--- src/rtl/mdet_pkg.sv ---
// Shared types and constants for the matrix determinant core.
// Used by mdet_ctrl, mdet_dp and matrix_determinant_core.
package mdet_pkg;

  localparam int MAX_ORDER = 5;
  localparam int MASK_W    = MAX_ORDER;
  localparam int NMASK     = 1 << MAX_ORDER;
  localparam int IDX_W     = 3;
  localparam int ELEM_W    = 12;
  localparam int ACC_W     = 64;
  localparam int DET_W     = 63;
  localparam logic [IDX_W-1:0] ORDER_RST = IDX_W'(4);

  typedef enum logic [2:0] {
    ST_IDLE,
    ST_INIT,
    ST_SEL,
    ST_MLO,
    ST_MHI,
    ST_ACC,
    ST_STORE,
    ST_OUT
  } state_t;

  typedef struct packed {
    logic              init;
    logic              load;
    logic              mul_lo;
    logic              mul_hi;
    logic              acc_add;
    logic              acc_neg;
    logic              store_f;
    logic              capture;
    logic [IDX_W-1:0]  row;
    logic [IDX_W-1:0]  col;
    logic [MASK_W-1:0] mask;
  } cmd_t;

  function automatic logic [IDX_W-1:0] popcnt(input logic [MASK_W-1:0] m);
    logic [IDX_W-1:0] c;
    c = '0;
    for (int i = 0; i < MASK_W; i++) begin
      c = c + IDX_W'(m[i]);
    end
    return c;
  endfunction

endpackage

--- src/rtl/mdet_ctrl.sv ---
// Sequencer for the subset-minor expansion: walks row subsets and rows.
// Depends on mdet_pkg; drives mdet_dp through cmd_t.
module mdet_ctrl (
  input  logic                      clk,
  input  logic                      rst,
  input  logic                      cfg_we,
  input  logic [mdet_pkg::IDX_W-1:0] cfg_wdata,
  input  logic                      in_valid,
  input  logic                      is_last,
  input  logic                      out_stall,
  output logic                      in_stall,
  output logic                      out_valid,
  output mdet_pkg::cmd_t            cmd
);
  import mdet_pkg::*;

  state_t            state, state_next;
  logic [IDX_W-1:0]  order;
  logic [IDX_W-1:0]  n_eff;
  logic [MASK_W-1:0] mask;
  logic [IDX_W-1:0]  r;
  logic [MASK_W-1:0] full;
  logic              r_last;
  logic              r_in;
  logic [MASK_W-1:0] below;
  logic [IDX_W-1:0]  k;
  logic [IDX_W-1:0]  pos;

  always_comb begin
    if (order == '0) begin
      n_eff = IDX_W'(1);
    end else if (order > IDX_W'(MAX_ORDER)) begin
      n_eff = IDX_W'(MAX_ORDER);
    end else begin
      n_eff = order;
    end
  end

  assign full   = MASK_W'((NMASK - 1) >> (MAX_ORDER - int'(n_eff)));
  assign r_last = (r == n_eff - IDX_W'(1));
  assign r_in   = mask[r];
  assign below  = MASK_W'((1 << r) - 1);
  assign k      = popcnt(mask);
  assign pos    = popcnt(mask & below);

  always_ff @(posedge clk) begin
    if (rst) begin
      state <= ST_IDLE;
      order <= ORDER_RST;
      mask  <= '0;
      r     <= '0;
    end else begin
      state <= state_next;
      if (cfg_we) begin
        order <= cfg_wdata;
      end
      case (state)
        ST_INIT: begin
          mask <= MASK_W'(1);
          r    <= '0;
        end
        ST_SEL: begin
          if (!r_in && !r_last) begin
            r <= r + IDX_W'(1);
          end
        end
        ST_ACC: begin
          if (!r_last) begin
            r <= r + IDX_W'(1);
          end
        end
        ST_STORE: begin
          mask <= mask + MASK_W'(1);
          r    <= '0;
        end
        default: ;
      endcase
    end
  end

  always_comb begin
    state_next = state;
    case (state)
      ST_IDLE:  if (in_valid && is_last) state_next = ST_INIT;
      ST_INIT:  state_next = ST_SEL;
      ST_SEL: begin
        if (r_in) begin
          state_next = ST_MLO;
        end else if (r_last) begin
          state_next = ST_STORE;
        end
      end
      ST_MLO:   state_next = ST_MHI;
      ST_MHI:   state_next = ST_ACC;
      ST_ACC:   state_next = r_last ? ST_STORE : ST_SEL;
      ST_STORE: state_next = (mask == full) ? ST_OUT : ST_SEL;
      ST_OUT:   if (!out_stall) state_next = ST_IDLE;
      default:  state_next = ST_IDLE;
    endcase
  end

  always_comb begin
    cmd         = '0;
    cmd.row     = r;
    cmd.col     = k - IDX_W'(1);
    cmd.mask    = mask;
    cmd.acc_neg = pos[0] ^ k[0] ^ 1'b1;
    in_stall    = 1'b1;
    out_valid   = 1'b0;
    case (state)
      ST_IDLE:  in_stall = 1'b0;
      ST_INIT:  cmd.init = 1'b1;
      ST_SEL:   cmd.load = r_in;
      ST_MLO:   cmd.mul_lo = 1'b1;
      ST_MHI:   cmd.mul_hi = 1'b1;
      ST_ACC:   cmd.acc_add = 1'b1;
      ST_STORE: begin
        cmd.store_f = 1'b1;
        cmd.capture = (mask == full);
      end
      ST_OUT:   out_valid = 1'b1;
      default: ;
    endcase
  end

endmodule

--- src/rtl/mdet_dp.sv ---
// Datapath: element store, minor table, split 12x64 multiply, accumulator.
// Depends on mdet_pkg; commanded by mdet_ctrl.
module mdet_dp (
  input  logic                               clk,
  input  logic                               wr_en,
  input  logic signed [mdet_pkg::ELEM_W-1:0] elem_value,
  input  logic [mdet_pkg::IDX_W-1:0]         row_index,
  input  logic [mdet_pkg::IDX_W-1:0]         col_index,
  input  mdet_pkg::cmd_t                     cmd,
  output logic signed [mdet_pkg::DET_W-1:0]  det_value
);
  import mdet_pkg::*;

  logic signed [ELEM_W-1:0] mat [MAX_ORDER][MAX_ORDER];
  logic [ACC_W-1:0]         fval [NMASK];
  logic signed [ELEM_W-1:0] a_op;
  logic [ACC_W-1:0]         f_op;
  logic [ACC_W-1:0]         p_lo;
  logic [31:0]              p_hi;
  logic [ACC_W-1:0]         acc;
  logic [ACC_W-1:0]         term;
  logic signed [ELEM_W+32:0] lo_full;
  logic signed [ELEM_W+31:0] hi_full;
  logic [MASK_W-1:0]        sub_mask;

  assign sub_mask = cmd.mask & ~MASK_W'(1 << cmd.row);
  assign lo_full  = a_op * $signed({1'b0, f_op[31:0]});
  assign hi_full  = a_op * $signed(f_op[63:32]);
  assign term     = p_lo + {p_hi, 32'b0};

  always_ff @(posedge clk) begin
    if (wr_en && row_index < IDX_W'(MAX_ORDER) && col_index < IDX_W'(MAX_ORDER)) begin
      mat[row_index][col_index] <= elem_value;
    end
    if (cmd.load) begin
      a_op <= mat[cmd.row][cmd.col];
      f_op <= fval[sub_mask];
    end
    if (cmd.mul_lo) begin
      p_lo <= ACC_W'(lo_full);
    end
    if (cmd.mul_hi) begin
      p_hi <= hi_full[31:0];
    end
    if (cmd.init) begin
      fval[0] <= ACC_W'(1);
      acc     <= '0;
    end else if (cmd.acc_add) begin
      acc <= cmd.acc_neg ? acc - term : acc + term;
    end else if (cmd.store_f) begin
      fval[cmd.mask] <= acc;
      acc            <= '0;
    end
    if (cmd.capture) begin
      det_value <= acc[DET_W-1:0];
    end
  end

endmodule

--- src/rtl/matrix_determinant_core.sv ---
// Top level of the matrix determinant core: controller plus datapath.
// Depends on mdet_pkg, mdet_ctrl and mdet_dp.
//
//  channel  | handshake           | payload
//  ---------+---------------------+------------------------------------------
//  config   | cfg_we              | cfg_wdata (matrix_order)
//  input    | in_valid / in_stall | elem_value, row_index, col_index, is_last
//  output   | out_valid/out_stall | det_value
//
// One element per cycle while idle. After the last element the minor
// table is built over all row subsets after a start step: per subset one
// select step for each row of the order, three more steps (multiply low,
// multiply high, accumulate) for each row in the subset and one for
// write-back, before the result is offered. Each term is built from two
// partial products of the table entry, its low half and its high half.
// Input is stalled from the last element until the result transaction completes. Reset: rst, synchronous.
module matrix_determinant_core (
  input  logic                               clk,
  input  logic                               rst,
  input  logic                               cfg_we,
  input  logic [mdet_pkg::IDX_W-1:0]         cfg_wdata,
  input  logic                               in_valid,
  output logic                               in_stall,
  input  logic signed [mdet_pkg::ELEM_W-1:0] elem_value,
  input  logic [mdet_pkg::IDX_W-1:0]         row_index,
  input  logic [mdet_pkg::IDX_W-1:0]         col_index,
  input  logic                               is_last,
  output logic                               out_valid,
  input  logic                               out_stall,
  output logic signed [mdet_pkg::DET_W-1:0]  det_value
);
  import mdet_pkg::*;

  cmd_t cmd;
  logic wr_en;

  assign wr_en = in_valid && !in_stall;

  mdet_ctrl u_ctrl (
    .clk       (clk),
    .rst       (rst),
    .cfg_we    (cfg_we),
    .cfg_wdata (cfg_wdata),
    .in_valid  (in_valid),
    .is_last   (is_last),
    .out_stall (out_stall),
    .in_stall  (in_stall),
    .out_valid (out_valid),
    .cmd       (cmd)
  );

  mdet_dp u_dp (
    .clk        (clk),
    .wr_en      (wr_en),
    .elem_value (elem_value),
    .row_index  (row_index),
    .col_index  (col_index),
    .cmd        (cmd),
    .det_value  (det_value)
  );

  a_out_busy: assert property (@(posedge clk) disable iff (rst)
    out_valid |-> in_stall) else $error("result while accepting input");

  a_last_stalls: assert property (@(posedge clk) disable iff (rst)
    (in_valid && !in_stall && is_last) |=> in_stall)
    else $error("input not stalled after last element");

  a_no_cmd_idle: assert property (@(posedge clk) disable iff (rst)
    !in_stall |-> !(cmd.load || cmd.acc_add || cmd.store_f))
    else $error("datapath command while idle");

endmodule

--- config.mk ---
export PLATFORM = sky130hd
export DESIGN_NAME = matrix_determinant_core
export DESIGN_NICKNAME = d
export VERILOG_FILES = /design/src/rtl/mdet_pkg.sv /design/src/rtl/mdet_ctrl.sv /design/src/rtl/mdet_dp.sv /design/src/rtl/matrix_determinant_core.sv
export SDC_FILE = /design/constraint.sdc
export NUM_CORES = 2
export LEC_CHECK = 0
export BUFFER_PORTS_ARGS = -buffer_cell sky130_fd_sc_hd__buf_2
export CORE_AREA = 8 8 474 476
export CTS_BUF_LIST = sky130_fd_sc_hd__clkbuf_8
export CTS_CLUSTER_DIAMETER = 100
export DETAILED_ROUTE_END_ITERATION = 7
export DIE_AREA = 0 0 482 484
export PLACE_DENSITY = 0.75
export SLEW_MARGIN = 10
export SYNTH_ARGS = -nofsm -noshare
export SYNTH_HDL_FRONTEND = slang
export SYNTH_SLANG_ARGS = --single-unit
--- constraint.sdc ---
create_clock -name clk -period 15.4 [get_ports clk]
set_input_delay 2.31 -clock clk [delete_from_list [all_inputs] [get_ports clk]]
set_output_delay 2.31 -clock clk [all_outputs]
set_load 0.01 [all_outputs]
# After elaboration in Yosys (flattened, before gate mapping)
# Memories as Yosys holds them, arrays and structs flattened. A register that Yosys moved wholly into a read port is not among the register bits.
# Index checks and enable logic that the tools add are counted.
[totals]
ff_bits = 230
ram_bits = 2348
out_inout_bits = 65
word_cells = 120
mem_count = 2
[op_classes]
addsub = 17
mul = 2
magnitude_cmp = 7
n_eq_ne = 14
shift = 2
mux = 44
bitwise = 6
reduce_logical = 17
[memory_table]
columns = ["name", "words", "width", "rd", "rd_ports_with_merged_regs", "write_ports", "line_no", "text"]
rows = [
  ["u_dp.fval", 32, 64, 1, 1, 1, "mdet_dp.sv:15", "logic [ACC_W-1:0] fval [NMASK];"],
  ["u_dp.mat", 5, 60, 1, 1, 1, "mdet_dp.sv:14", "logic signed [ELEM_W-1:0] mat [MAX_ORDER][MAX_ORDER];"],
]
[ops]
columns = ["cell", "count"]
rows = [
  ["64-bit 2-to-1 mux", 4],
  ["64-bit adder", 2],
  ["64-bit OR reduction", 1],
  ["64-bit subtractor", 1],
  ["60-bit 2-to-1 mux", 1],
  ["12-bit by 33-bit multiplier with 45-bit output", 1],
  ["12-bit binary-select mux with 3-bit select", 1],
  ["12-bit demux with 3-bit select", 1],
  ["12-bit 2-to-1 mux", 3],
  ["3-bit 2-to-1 mux", 12],
  ["12-bit by 32-bit multiplier with 32-bit output", 1],
  ["5-bit by 32-bit >> shifter with 5-bit output, first input constant", 1],
  ["3-bit case mux with 8 select lines", 1],
  ["1-bit 2-to-1 mux", 16],
  ["3-bit == test, second input constant", 4],
  ["5-bit bitwise AND", 2],
  ["5-bit case mux with 2 select lines", 1],
  ["3-bit by 1-bit adder with 3-bit output", 3],
  ["3-bit case mux with 3 select lines", 1],
  ["4-bit greater-or-equal comparator, second input constant", 2],
  ["3-bit inverter with 4-bit output", 2],
  ["3-bit by 2-bit == test with 1-bit output, second input constant", 2],
  ["1-bit logical AND", 6],
  ["3-bit logical NOT", 2],
  ["28 further kinds", 38],
]

# Depth between registers and ports, before layout
[depth]
ltp_word = 13
depth_mapped = 29
depth_no_buf = 26

# Cells and area by module
# From an unflattened synthesis, not the netlist that was laid out.
[hier_totals]
hier_cells = 8341
hier_area_um2 = 126707.8
[modules_own_cells]
columns = ["mod", "instances", "cells_per_inst", "area_each_um2", "seq_area_each_um2"]
rows = [
  ["mdet_dp", 1, 8155, 125222.6, 77234.1],
  ["mdet_ctrl", 1, 185, 1471.4, 280.3],
  ["matrix_determinant_core", 1, 1, 13.8, 0.0],
]

# Worst setup path after synthesis
# OpenSTA, ideal clock, no wires.
[synth_timing]
kind = "register -> register"
from = "register u_ctrl.mask[2]"
to = "register u_dp.acc[60]"
setup_ps = 123
arrival_time_ps = 5984
path_slack_ps = 9294
stages_incl_launch_ff = 28
period_less_slack_ps = 6106
path_cell_list = "dfxtp_1 > clkbuf_1 > inv_1 > fa_1 > inv_1 > ha_1 > clkbuf_1 > inv_1 > xnor2_1 > xnor2_1 > xnor2_1 > xnor2_1 > clkbuf_1 > clkbuf_1 > o31ai_1 > xnor2_1 > ha_1 > nand2_1 > o21ai_0 > nor2_1 > a2111oi_0 > a21oi_1 > o21ai_1 > a221oi_1 > and2_1 > o41ai_1 > xnor2_1 > o21ai_1"
[synth_via]
elab_chain_len = 7
elab_cells_between_ends = 10
cone_classes = "add/sub (6); mux (2); bitwise (2)"
[synth_lines]
columns = ["element", "line_no", "text"]
rows = [
  ["start, declared", "mdet_ctrl.sv:20", "logic [MASK_W-1:0] mask;"],
  ["start signal, assigned", "mdet_ctrl.sv:73", "mask <= mask + MASK_W'(1);"],
  ["parallel branches: the longest is 4 deep, another holds 3-bit by 1-bit adder with 3-bit output", "n/a", ""],
  ["1-bit XOR *", "mdet_ctrl.sv:107", "cmd.acc_neg = pos[0] ^ k[0] ^ 1'b1;"],
  ["64-bit 2-to-1 mux *", "mdet_dp.sv:49", "acc <= cmd.acc_neg ? acc - term : acc + term;"],
  ["64-bit 2-to-1 mux *", "mdet_dp.sv:48", "end else if (cmd.acc_add) begin"],
  ["end signal, assigned", "mdet_dp.sv:49", ""],
  ["end, declared", "mdet_dp.sv:20", "logic [ACC_W-1:0] acc;"],
]
# Mark *: on every way between the ends.
# A chain may end at the register's enable or synchronous reset.

# Worst setup path after layout
[layout_timing]
from = "register u_ctrl.mask[2]"
to = "register u_dp.acc[62]"
# Same word-level chain as after synthesis.

==> results by group <==
Status
  • Status: complete, no violations

CTS
  • Number of buffers created by CTS: approximately 400
  • Clock buffer depth: 4
  • H-tree levels: 5
  • Post-CTS Setup Bufs: 0
  • CTS sink count: 2610
  • Clock transition at path regs: around 70 ps
  • CTS resizes: 0
  • Clk_lat worst skew: 1100 ps
  • TritonCTS clock tree: yes
  • Hold Buf Count CTS: 0
  • Root buf cell: clkbuf_8

Layout
  • Most common cell after layout, fill and taps aside: edfxtp_1
  • Commonest non-fill, non-tap cells in the layout: edfxtp_1, inv_1, mux4_2, nand2_1, fa_1
  • Synthesis-to-layout area growth: 8.91%
  • Final net count: around 8600
  • Fin cells: ~11000
  • Fill count: around 15000
  • Share of layout cells above drive strength 1: between 10% and 20%
  • Fin area: 136000 um2

Floorplanning
  • Die height: ~480 um
  • Rows: 172
  • I/O Pins: 92
  • Core Box Area: roughly 220000 um2
  • Die width: roughly 480 um
  • Die ar.: 233000 um2
  • Initial Util: between 50% and 60%

STA
  • RSZ-0062 raised after global routing: no
  • Worst hold slack: about 520 ps
  • Maximum clock rate: approximately 130 MHz
  • Final setup viols: 0
  • Post-Route Skew: between 100 and 150 ps
  • Least-Margin Pin Slew: 1240 ps
  • Slew margin rel.: roughly 17%
  • Tcrit/Tclk final: 49.2%
  • Minimum clock period: approximately 7600 ps
  • Endpoints failing hold: 0
  • Setup TNS: 0 ps
  • Max-slew violations: 0

Worst setup path
  • Critical Path Sink Type: flop
  • Critical path peak fanout: 47
  • Crit Path Class: reg2reg
  • Critical path arrival: 8500 ps
  • Setup crit start kind: flop
  • Crit path required time: about 16000 ps
  • R2R Setup Slk: 7820 ps

Synth
  • Fraction of registers with async set/reset: 0%
  • Yosys reg bits: between 2000 and 3000
  • Main synth FF type: edfxtp_1
  • Ys Warns: 0
  • Post-synth EDFFs: around 2500
  • Register area share after synthesis: between 60% and 70%
  • Syn_nets: just over 8000
  • Cell Area, Synth: ~130000 um2
  • Mapped Cells: ~7400
  • Post-synth cell types: 90
  • Mapped Avg Cell Area: about 17 um2

Power and ir drop
  • Worst VDD drop: 0.000150 V
  • PD cells: between 100 and 150 nW/um2
  • Tot Pwr: around 0.020 W
  • Lkg Pwr: between 40 and 50 nW

Placement
  • DPL Wire Length: approximately 200000 um
  • DP Area: between 100000 and 150000 um2
  • Cells after DPL: just over 10000
  • Port Buffers: between 90 and 100
  • Gpl congestion: roughly 0.91

Global routing
  • Largest net degree at the start of global routing: 98
  • Vias in the first global route: 70900
  • Global-route wire length before repair: 468000 um
  • GR Overflow Total: 0
  • GRT Total Usage: between 20% and 30%
  • Antenna violations before repair: 32

Worst hold path
  • Hold crit path type: reg2reg

Route
  • Vias/cell: approximately 6.4
  • Final wirelength: between 300000 and 400000 um
  • DRC errors left: 0
  • TritonRoute pass-1 iters: 7
  • DRT iter0 DRCs: 8341
  • Post-DRT Antenna Nets: 0
  • Wirelength per Cell: 29.3 um
  • Via count: 69300

Run
  • Max-Cap Viols: 0
## sequential cells by signal, summed over array words and instances, names as in the netlist, named ones only
register	cells
u_dp.a_op	12
u_dp.fval	2016
u_dp.p_lo	45
u_ctrl.mask	5
u_dp.p_hi	31
u_dp.acc	63
u_ctrl.order	3
u_dp.det_value	63
u_dp.f_op	63
u_ctrl.state	3
u_ctrl.r	3
u_dp.mat	300
## Yosys cell counts (12+ instances only)
cell / instances / area (um2)
nor2_1: 210 / 788
o31ai_1: 29 / 218
o21ai_0: 149 / 746
nand2b_1: 71 / 444
and2_1: 282 / 1760
mux2_2: 62 / 698
nor2b_1: 38 / 238
clkbuf_1: 290 / 1090
o22ai_1: 13 / 81.3
nand4_1: 23 / 144
o21a_1: 15 / 113
xnor2_1: 163 / 1430
o21bai_1: 17 / 128
buf_1: 65 / 244
nand2_1: 622 / 2330
nor3_1: 23 / 115
a31oi_1: 19 / 119
a21oi_1: 145 / 726
a211oi_1: 23 / 173
a21o_1: 68 / 510
nand3_1: 43 / 215
dfxtp_1: 80 / 1600
fa_1: 535 / 10700
edfxtp_1: 2530 / 76000
mux2i_1: 35 / 350
and3_1: 16 / 100
nand3b_1: 12 / 90.1
mux4_2: 714 / 16100
ha_1: 297 / 3720
xor2_1: 70 / 613
inv_1: 609 / 2290
o211ai_1: 12 / 90.1
## per-stage QoR
step	setup WS (ps)	utilization [%]
floorplan	9290	-
finish	7820	62.6
detailed placement	7910	59.3
CTS	7920	62.6
global placement	7920	59.3
global route	7330	62.6
## report_power, final
part	leakage (nW)	total, W	internal, W	switching, W
clock	4.11	0.00522	0.00262	0.00260
combinational	20.4	0.00684	0.00285	0.00399
sequential	21.1	0.00824	0.00810	0.000139
total	45.6	0.0203	0.0136	0.00673
## area by class of cell
type / instances / area [um2] / share of cell area (%)
clock buffers: 406 / 5590 / 4.10
clock inverters: 287 / 1460 / 1.07
repair buffers: 225 / 1490 / 1.09
diodes: 14 / 35.0 / 0.0257
multi-input cells: 3846 / 44300 / 32.5
inverters: 610 / 2290 / 1.68
flip-flops and latches: 2610 / 77600 / 56.9
well taps: 2871 / 3590 / 2.64
## worst paths after layout
| kind | endpoint | from | cells after the start |
|---|---|---|---|
| max | u_dp.acc[62] | u_ctrl.mask[2] | 26 |
| min | u_dp.acc[1] | u_dp.acc[1] | 2 |
| max reg2reg | u_dp.acc[62] | u_ctrl.mask[2] | 26 |
| min reg2reg | u_dp.acc[1] | u_dp.acc[1] | 2 |
## cell families after synthesis
logic type               count (synthesis)  synth area share, %
flip-flops                            2610                 62.0
AND/OR/NAND/NOR                       1399                 5.39
buffers and inverters                  969                 2.92
adder cells (fa/ha/maj)                832                 11.5
multiplexers                           811                 13.7
AO/OA/AOI/OAI                          571                 2.86
XOR/XNOR                               233                 1.63
## layer usage
layer | track usage, % | vias to the layer above | routed length, um
li1 | - | 28400 | -
met1 | 38.3 | 36100 | 121000
met2 | 42.2 | 4182 | 149000
met3 | 6.47 | 641 | 36300
met4 | 9.63 | 8 | 11400
met5 | 0 | - | 52
## worst max-delay path, stage by stage (launching register included)
cell       delay, ps
dfxtp_1          590
inv_1            240
fa_1             580
inv_1             50
ha_1             260
buf_4            460
inv_1            160
xnor2_1          220
xnor2_1          100
xnor2_1          500
xnor2_2          160
buf_4            420
o31ai_1          170
xnor2_1          160
ha_1             350
a21oi_1          190
o21ai_0          190
nor4b_1          380
a2111oi_0        110
a21oi_1          490
o21ai_1          290
a221oi_1         460
a31oi_1          160
a31oi_1          290
o21ai_0          160
xor2_1           160
o21ai_1           80
Power figures use the tool's default switching activity.
